File: src/design/bbr_pkg.sv
`timescale 1ns / 1ps
// ----------------------------------------------------------------------------
// bbr_pkg
// Types, register indexes and raster operation helpers for the 1bpp row blitter.
// ----------------------------------------------------------------------------
package bbr_pkg;

	localparam int BITS_PER_BYTE = 8;
	localparam int CFG_INDEX_W   = 2;
	localparam int CFG_DATA_W    = 16;
	localparam int REMAIN_W      = 17;

	localparam logic [CFG_INDEX_W-1:0] REG_TRANSFER_MODE = 2'd0;
	localparam logic [CFG_INDEX_W-1:0] REG_SOURCE_OFFSET = 2'd1;
	localparam logic [CFG_INDEX_W-1:0] REG_DEST_OFFSET   = 2'd2;
	localparam logic [CFG_INDEX_W-1:0] REG_PIXEL_COUNT   = 2'd3;

	localparam logic [1:0] OP_COPY = 2'd0;
	localparam logic [1:0] OP_OR   = 2'd1;
	localparam logic [1:0] OP_XOR  = 2'd2;
	localparam logic [1:0] OP_BIC  = 2'd3;

	typedef struct packed {
		logic [7:0] source_byte;
		logic [7:0] old_dest_byte;
		logic       segment_start;
	} in_item_t;

	typedef struct packed {
		logic [7:0] new_dest_byte;
		logic       last_byte;
	} out_item_t;

	typedef struct packed {
		logic [2:0]  transfer_mode;
		logic [2:0]  source_bit_offset;
		logic [2:0]  dest_bit_offset;
		logic [15:0] pixel_count;
	} cfg_t;

	typedef struct packed {
		logic [7:0]          held_source_byte;
		logic [REMAIN_W-1:0] pixels_remaining;
		logic                prefetch_pending;
		logic                first_pending;
	} seg_state_t;

	// Bit 2 of the mode inverts the source, bits 1:0 pick the operation.
	function automatic logic [7:0] raster_op(input logic [2:0] mode, input logic [7:0] s,
			input logic [7:0] d);
		logic [7:0] src;
		logic [7:0] r;
		src = mode[2] ? ~s : s;
		case (mode[1:0])
			OP_COPY: r = src;
			OP_OR:   r = d | src;
			OP_XOR:  r = d ^ src;
			default: r = d & ~src;
		endcase
		return r;
	endfunction

endpackage

File: src/design/bbr_step.sv
`timescale 1ns / 1ps
// ----------------------------------------------------------------------------
// bbr_step
// Per-item logic: segment bookkeeping, source realignment, masking and raster op.
// ----------------------------------------------------------------------------
module bbr_step (
	input  bbr_pkg::in_item_t   item,
	input  bbr_pkg::cfg_t       cfg,
	input  bbr_pkg::seg_state_t state,
	output bbr_pkg::seg_state_t state_next,
	output logic                result_valid,
	output bbr_pkg::out_item_t  result
);
	import bbr_pkg::*;

	seg_state_t  st;
	logic [2:0]  ls;
	logic [15:0] pair_shifted;
	logic [7:0]  aligned;
	logic [7:0]  mask;
	logic [7:0]  rop;
	logic        last;

	assign ls           = cfg.source_bit_offset - cfg.dest_bit_offset;
	assign pair_shifted = {st.held_source_byte, item.source_byte} << ls;
	assign aligned      = (ls == 3'd0) ? item.source_byte : pair_shifted[15:8];
	assign rop          = raster_op(cfg.transfer_mode, aligned, item.old_dest_byte);
	assign last         = (st.pixels_remaining <= REMAIN_W'(BITS_PER_BYTE));

	always_comb begin
		st = state;
		if (item.segment_start) begin
			st.held_source_byte = '0;
			st.first_pending    = 1'b1;
			st.pixels_remaining = (cfg.pixel_count == '0) ? '0
				: REMAIN_W'(cfg.dest_bit_offset) + REMAIN_W'(cfg.pixel_count);
			st.prefetch_pending = (st.pixels_remaining != '0)
				&& (cfg.source_bit_offset > cfg.dest_bit_offset);
		end

		mask = st.first_pending ? (8'hFF >> cfg.dest_bit_offset) : 8'hFF;
		// remaining is 0..8 here; the mask only matters for 1..8, where 8 - remaining fits in three bits
		if (last)
			mask = mask & (8'hFF << (3'd0 - st.pixels_remaining[2:0]));

		state_next   = st;
		result_valid = 1'b0;
		result.new_dest_byte = (item.old_dest_byte & ~mask) | (rop & mask);
		result.last_byte     = last;

		if (st.pixels_remaining != '0) begin
			state_next.held_source_byte = item.source_byte;
			if (st.prefetch_pending) begin
				state_next.prefetch_pending = 1'b0;
			end else begin
				result_valid              = 1'b1;
				state_next.first_pending  = 1'b0;
				state_next.pixels_remaining = last ? '0
					: st.pixels_remaining - REMAIN_W'(BITS_PER_BYTE);
			end
		end
	end

endmodule

File: src/design/mono_bitblt_row_segment.sv
`timescale 1ns / 1ps
// Output register: a result appears in the cycle after the item that yields it is accepted.
// Throughput: one item per cycle while the output is not stalled; the only loop is the segment state register.
// in_ready drops only while a result waits in the output register unclaimed.
// Reset: asynchronous, active low; clears segment state and the output valid,
// and loads the register defaults (copy mode, zero offsets, pixel count one).
// ----------------------------------------------------------------------------
// mono_bitblt_row_segment
// One-bit-per-pixel raster-op blitter for a single row segment.
// ----------------------------------------------------------------------------
module mono_bitblt_row_segment (
	input  logic                             clk,
	input  logic                             arst_n,
	input  logic                             in_valid,
	output logic                             in_ready,
	input  bbr_pkg::in_item_t                in_data,
	output logic                             out_valid,
	input  logic                             out_ready,
	output bbr_pkg::out_item_t               out_data,
	input  logic                             cfg_we,
	input  logic [bbr_pkg::CFG_INDEX_W-1:0]  cfg_index,
	input  logic [bbr_pkg::CFG_DATA_W-1:0]   cfg_data
);
	import bbr_pkg::*;

	cfg_t       cfg_q;
	seg_state_t state_q;
	seg_state_t state_next;
	logic       result_valid;
	out_item_t  result;
	logic       out_valid_q;
	out_item_t  out_data_q;
	logic       accept;

	assign in_ready  = !out_valid_q || out_ready;
	assign accept    = in_valid && in_ready;
	assign out_valid = out_valid_q;
	assign out_data  = out_data_q;

	bbr_step u_step (
		.item         (in_data),
		.cfg          (cfg_q),
		.state        (state_q),
		.state_next   (state_next),
		.result_valid (result_valid),
		.result       (result)
	);

	always_ff @(posedge clk or negedge arst_n) begin
		if (!arst_n) begin
			cfg_q.transfer_mode     <= '0;
			cfg_q.source_bit_offset <= '0;
			cfg_q.dest_bit_offset   <= '0;
			cfg_q.pixel_count       <= 16'd1;
		end else if (cfg_we) begin
			unique case (cfg_index)
				REG_TRANSFER_MODE: cfg_q.transfer_mode     <= cfg_data[2:0];
				REG_SOURCE_OFFSET: cfg_q.source_bit_offset <= cfg_data[2:0];
				REG_DEST_OFFSET:   cfg_q.dest_bit_offset   <= cfg_data[2:0];
				REG_PIXEL_COUNT:   cfg_q.pixel_count       <= cfg_data[15:0];
				default: ;
			endcase
		end
	end

	always_ff @(posedge clk or negedge arst_n) begin
		if (!arst_n) begin
			state_q     <= '0;
			out_valid_q <= 1'b0;
		end else if (accept) begin
			state_q     <= state_next;
			out_valid_q <= result_valid;
		end else if (out_ready) begin
			out_valid_q <= 1'b0;
		end
	end

	// hold the result until taken; the payload needs no reset
	always_ff @(posedge clk) begin
		if (accept && result_valid)
			out_data_q <= result;
	end

endmodule

File: config.mk
export PLATFORM = sky130hd
export DESIGN_NAME = mono_bitblt_row_segment
export DESIGN_NICKNAME = d
export VERILOG_FILES = /design/src/design/bbr_pkg.sv /design/src/design/bbr_step.sv /design/src/design/mono_bitblt_row_segment.sv
export SDC_FILE = /design/constraint.sdc
export NUM_CORES = 1
export LEC_CHECK = 0
export BUFFER_PORTS_ARGS = -buffer_cell sky130_fd_sc_hd__buf_4
export CAP_MARGIN = 20
export CORE_ASPECT_RATIO = 0.75
export CORE_UTILIZATION = 48
export DETAILED_ROUTE_END_ITERATION = 10
export PLACE_DENSITY = 0.76
export SYNTH_ARGS = -nofsm -noshare
export SYNTH_HDL_FRONTEND = slang
export SYNTH_SLANG_ARGS = --single-unit
File: constraint.sdc
create_clock -name clk -period 9.6 [get_ports clk]
set_input_delay 1.92 -clock clk [delete_from_list [all_inputs] [get_ports clk]]
set_output_delay 1.92 -clock clk [all_outputs]
set_load 0.005 [all_outputs]
* Word level (Yosys, flattened, before mapping)
Cells that the tools add are included.
** Storage, ports and cells
- Flip-flop bits (word level) :: 62
** Cells by class
- Shift operators :: 3
- Bitwise gates (word level) :: 10
- Reduce and logical (&&, ||, !) cells :: 16
- $add $sub $neg :: 4
- Magnitude comparators :: 2
- Eq/ne operators :: 5
- Multiplexer cells :: 15
** Operators by type and width (count)
- 27-bit two-way mux :: 2
- 17-bit two-way mux :: 3
- 17-bit nonzero test :: 2
- 8-bit bitwise AND :: 4
- 8-bit two-way mux :: 4
- 8-bit NOT :: 3
- 8-bit case mux with 3 select lines :: 1
- 3-bit by 16-bit adder with 17-bit output :: 1
- 17-bit by 4-bit less-or-equal comparator with 1-bit output, second input constant :: 1
- 17-bit by 4-bit subtractor with 17-bit output, second input constant :: 1
- 16-bit logical NOT :: 1
- 8-bit OR :: 2
- 16-bit by 3-bit << shifter with 16-bit output :: 1
- 2-bit AND reduction :: 4
- 8-bit by 3-bit << shifter with 8-bit output, first input constant :: 1
- 8-bit by 3-bit right shift with 8-bit output, first input constant :: 1
- 8-bit XOR :: 1
- 2-bit equality test, second input constant :: 3
- 1-bit two-way mux :: 5
- 2-bit by 1-bit equality test with 1-bit output, second input constant :: 2
- 2-bit logical NOT :: 2
- 3-bit greater-than comparator :: 1
- 1-bit logical AND :: 3
- 3-bit logical NOT :: 1
- other kinds (5) :: 5

* Depth between registers and ports, before layout
- Word-level depth :: 14
- Mapped depth :: 17
- Mapped depth without buffers :: 15

* By module
A second synthesis with hierarchy kept.
** Second synthesis, totals
- Cells, all modules :: 557
- Area total of the unflattened synthesis :: 5256.3 um2
** Modules (own cells, without submodules)
- bbr_step :: area an instance 2917.8 um2, seq. area each 0.0 um2, times used 1, cells each 431
- mono_bitblt_row_segment :: area an instance 2338.5 um2, seq. area each 1597.8 um2, times used 1, cells each 126

* Worst setup path after synthesis
Ideal clock, no wire load.
- Path type :: input port to flip-flop
- Start :: input port in_data[0] (netlist name)
- End :: register state_q[13] (netlist name)
- Setup slack :: 4.209 ns
- Arrival time :: 5.265 ns
- Path buffers :: 7
- Required time :: 9.474 ns
- Stages on the path :: 16
- Path through :: buf_2 > buf_2 > buf_1 > buf_2 > buf_1 > buf_1 > o21ai_0 > inv_1 > ha_1 > nand3_1 > or4_4 > nor3_4 > or2_1 > buf_4 > nor2_1 > a221o_1
** On the way
- Word-level cells in the longest chain between the ends :: 5
** Ends and longest elaborated chain
- start: declaration :: RTL line mono_bitblt_row_segment.sv:16 : input bbr_pkg::in_item_t in_data,
- 27-bit two-way mux (*) :: RTL line bbr_step.sv:32 : if (item.segment_start) begin
- 17-bit by 4-bit subtractor with 17-bit output or 17-bit by 4-bit less-or-equal comparator with 1-bit output (tied branches) :: RTL line bbr_step.sv:59, bbr_step.sv:28
- 17-bit two-way mux :: RTL line bbr_step.sv:58 : state_next.pixels_remaining = last ? '0
- 17-bit two-way mux :: RTL line bbr_step.sv:53 : if (st.prefetch_pending) begin
- 27-bit two-way mux (*) :: RTL line bbr_step.sv:51 : if (st.pixels_remaining != '0) begin
- end signal: assignment :: RTL line mono_bitblt_row_segment.sv:71 : state_q <= state_next;
- end: declaration :: RTL line mono_bitblt_row_segment.sv:27 : seg_state_t state_q;
Mark *: on every way between the ends. The rest lies on a longest branch, timed or not.
A chain may end at the register's enable or synchronous reset.

* Worst setup path in the final report
Ends and elaborated chain as after synthesis.

==> results.toml <==
[outcome]
status = "finished clean"

[clocking]
clock-sinks = 61
cts_buffer_depth = 2
cts_hold_buf = 0
post_cts_resized = 0
cts_tree = "done"
htree_levels = 3
cts_root_buffer = "clkbuf_16"
cts-buffers-inserted = 9
post_cts_buffers = 0
insertion_delay_ps = 340
clkTransAtPathRegs_ps = 50

[synthesis]
yosysTopAreaCell = "dfrtp_1"
synth_top_flop_cell = "dfrtp_1"
yosys-top-cells-count = "dfrtp_1, nor2_1, nand2_1, inv_1, o21ai_0"
yosysTopAreaCellShare = 0.249
syn_inst = 574
syn_area_um2 = 5130
synth_area_leaders = "dfrtp_1, ha_1, mux2_2"
async_flop_share = 0.852
synth_edf_count = 9
synth_cell_types = 76
synth_seq_cells = 61
syn_avg_cell_area_um2 = 8.93
yosysMostFrequentCell = "dfrtp_1"
synth_nets = 642
yosysWarnings = 0
yosysSeqAreaShare = 0.307

[run]
drv_cap = 0

[sta]
hold_viol = 0
fin_ws_ps = 4420
fmax_ghz = 0.193
finalCritPeriodShare = 0.540
setup_viol_count_final = 0
tightest_slew_ps = 879
setup_tns_ps = 0
maxSlewViolCount = 0
fin_crit_ps = 5180
slew_headroom = 0.413
rsz0062_at_grt = "no"
skew_ps = 6.24

[critical_path]
worstSetupEndpointType = "register"
worstRegToRegCells = 11
reg2reg_slack_ps = 5080
cp.required_ps = 9820
worstReg2RegEnd = "out_data[0]"
worstPathMaxFanout = 55
critical_path_class = "primary input to register"
cp.arrival_ps = 5400
crit-reg2reg-launch = "cfg_q[16]"
crit_path_start_kind = "primary input"

[power_and_ir_drop]
pwr-share-comb = 0.498
switchingPower_w = 0.000623
swShare = 0.411
ir_worst_vdd_uv = 156
p_leak_nw = 2.48
p_seq_frac = 0.280
power_w = 0.00151
clock_power_share = 0.223
cell_internal_pwr_w = 0.000891
p_per_area_nw_per_um2 = 259

[global_route]
grt_start_max_net_pins = 56
grt_pass1_vias = 4273
grt_first_pass_wirelength_um = 22500
grt_util_all_layers = 0.267
grt-ovfl-total = 0
antenna_found_initial = 0

[floorplanning]
start_util = 0.496
std_cell_rows = 32
core_um2 = 10300
fp.dieH_um = 91.5
die_x_um = 121
dieArea_um2 = 11100
ioPinCount = 51

[place]
dp_hpwl_um = 10500
pre_cts_ws_ps = 4170
port_buffers = 50
placed_area_um2 = 5530
place.gp.congestion = 0.926

[finish]
nNetsFinal = 671
final_cell_area_um2 = 5840
antennaDiodeCount = 0
num-fill-cells = 942
final_core_utilization = 0.565
seq_area_um2 = 1570
layout-drive-gt1-share = 0.194
multi_input_area_um2 = 3270
area_growth_pct = 13.8

[min_path]
hold_path_startpoint = "state_q[1]"
whs_path_depth = 2
worstHoldPathType = "register to register"
min_to = "state_q[1]"

[drt]
antenna_left = 0
drtIter0Drc = 507
via_per_inst = 6.31
wirelength_um = 14100
dr.pass1.iters = 5
num_vias = 4692
routedWlPerCell_um = 19.0
drc = 0
-- layout make-up --
type	instances	share of cell area
clock buffer	10	0.0392
clock inverter	6	0.0133
inverter	38	0.0244
multi-input combinational	443	0.560
sequential	61	0.269
tap	136	0.0291
timing repair buffer	50	0.0643
-- metal layers --
layer,track usage,share of wire
met1,0.407,0.47
met2,0.353,0.42
met3,0.0779,0.098
met4,0.0885,0.016
met5,0,0
-- cells in the final DEF, fill, tap and decap left out, types with 6 or more instances in the layout --
cell type	instances
nor2_1	45
a22o_1	10
a21o_1	6
nor4_1	8
o211ai_1	9
mux4_2	7
xnor2_1	16
and3_1	7
dfrtp_1	51
nand4_1	6
xor2_1	13
inv_1	38
edfxtp_1	9
clkbuf_16	9
or3_1	6
buf_4	50
nor3_1	14
a21oi_1	22
nand3_1	22
nand2_1	44
mux2i_1	19
ha_1	26
a31oi_1	8
nor2b_1	10
mux2_2	28
o21ai_0	34
-- how the worst max path moves through the flow --
stage | start | endpoint | slack (ps)
2_1_floorplan | in_data[0] | state_q[13] | 4210
3_3_place_gp | in_data[0] | state_q[13] | 4400
3_5_place_dp | in_data[0] | state_q[13] | 4170
4_1_cts | in_data[0] | state_q[13] | 4520
5_1_grt | in_data[0] | state_q[13] | 4250
6_report | in_data[0] | state_q[13] | 4420
-- critical path, stage by stage --
cell	delay [ps]
buf_4	460
inv_1	370
a22oi_1	470
ha_1	290
nand3_1	120
or4_4	450
nor3_4	310
or2_1	340
nor2_1	270
a221o_1	380
-- flip-flops by register name, indices dropped and copies added, names as in the netlist --
name,count
state_q,26
out_data,9
out_valid,1
cfg_q,25
-- power groups by stage --
stage | logic, W | clock network (W) | registers, W
finish | 0.000753 | 0.000337 | 0.000423
global route | 0.000829 | 0.000354 | 0.000432
CTS | 0.000741 | 0.000343 | 0.000419
detailed placement | 0.000735 | 0 | 0.000423
global placement | 0.000704 | 0 | 0.000420
floorplan | 0.000584 | 0 | 0.000377
-- cell families after synthesis --
logic type / count (synthesis) / synth area share
mux: 54 / 0.129
fa+ha+maj: 28 / 0.0712
flops: 61 / 0.307
compound gates: 142 / 0.195
buf+inv: 70 / 0.0556
simple gates: 190 / 0.193
xor+xnor: 29 / 0.0495
-- per-stage QoR --
stage | hold slack [ps] | instances
2_1_floorplan | 431 | 574
3_3_place_gp | 457 | 728
3_5_place_dp | 453 | 728
4_1_cts | 472 | 744
5_1_grt | 514 | 744
6_report | 471 | 744
No activity file was read; power rests on OpenSTA's default activity.
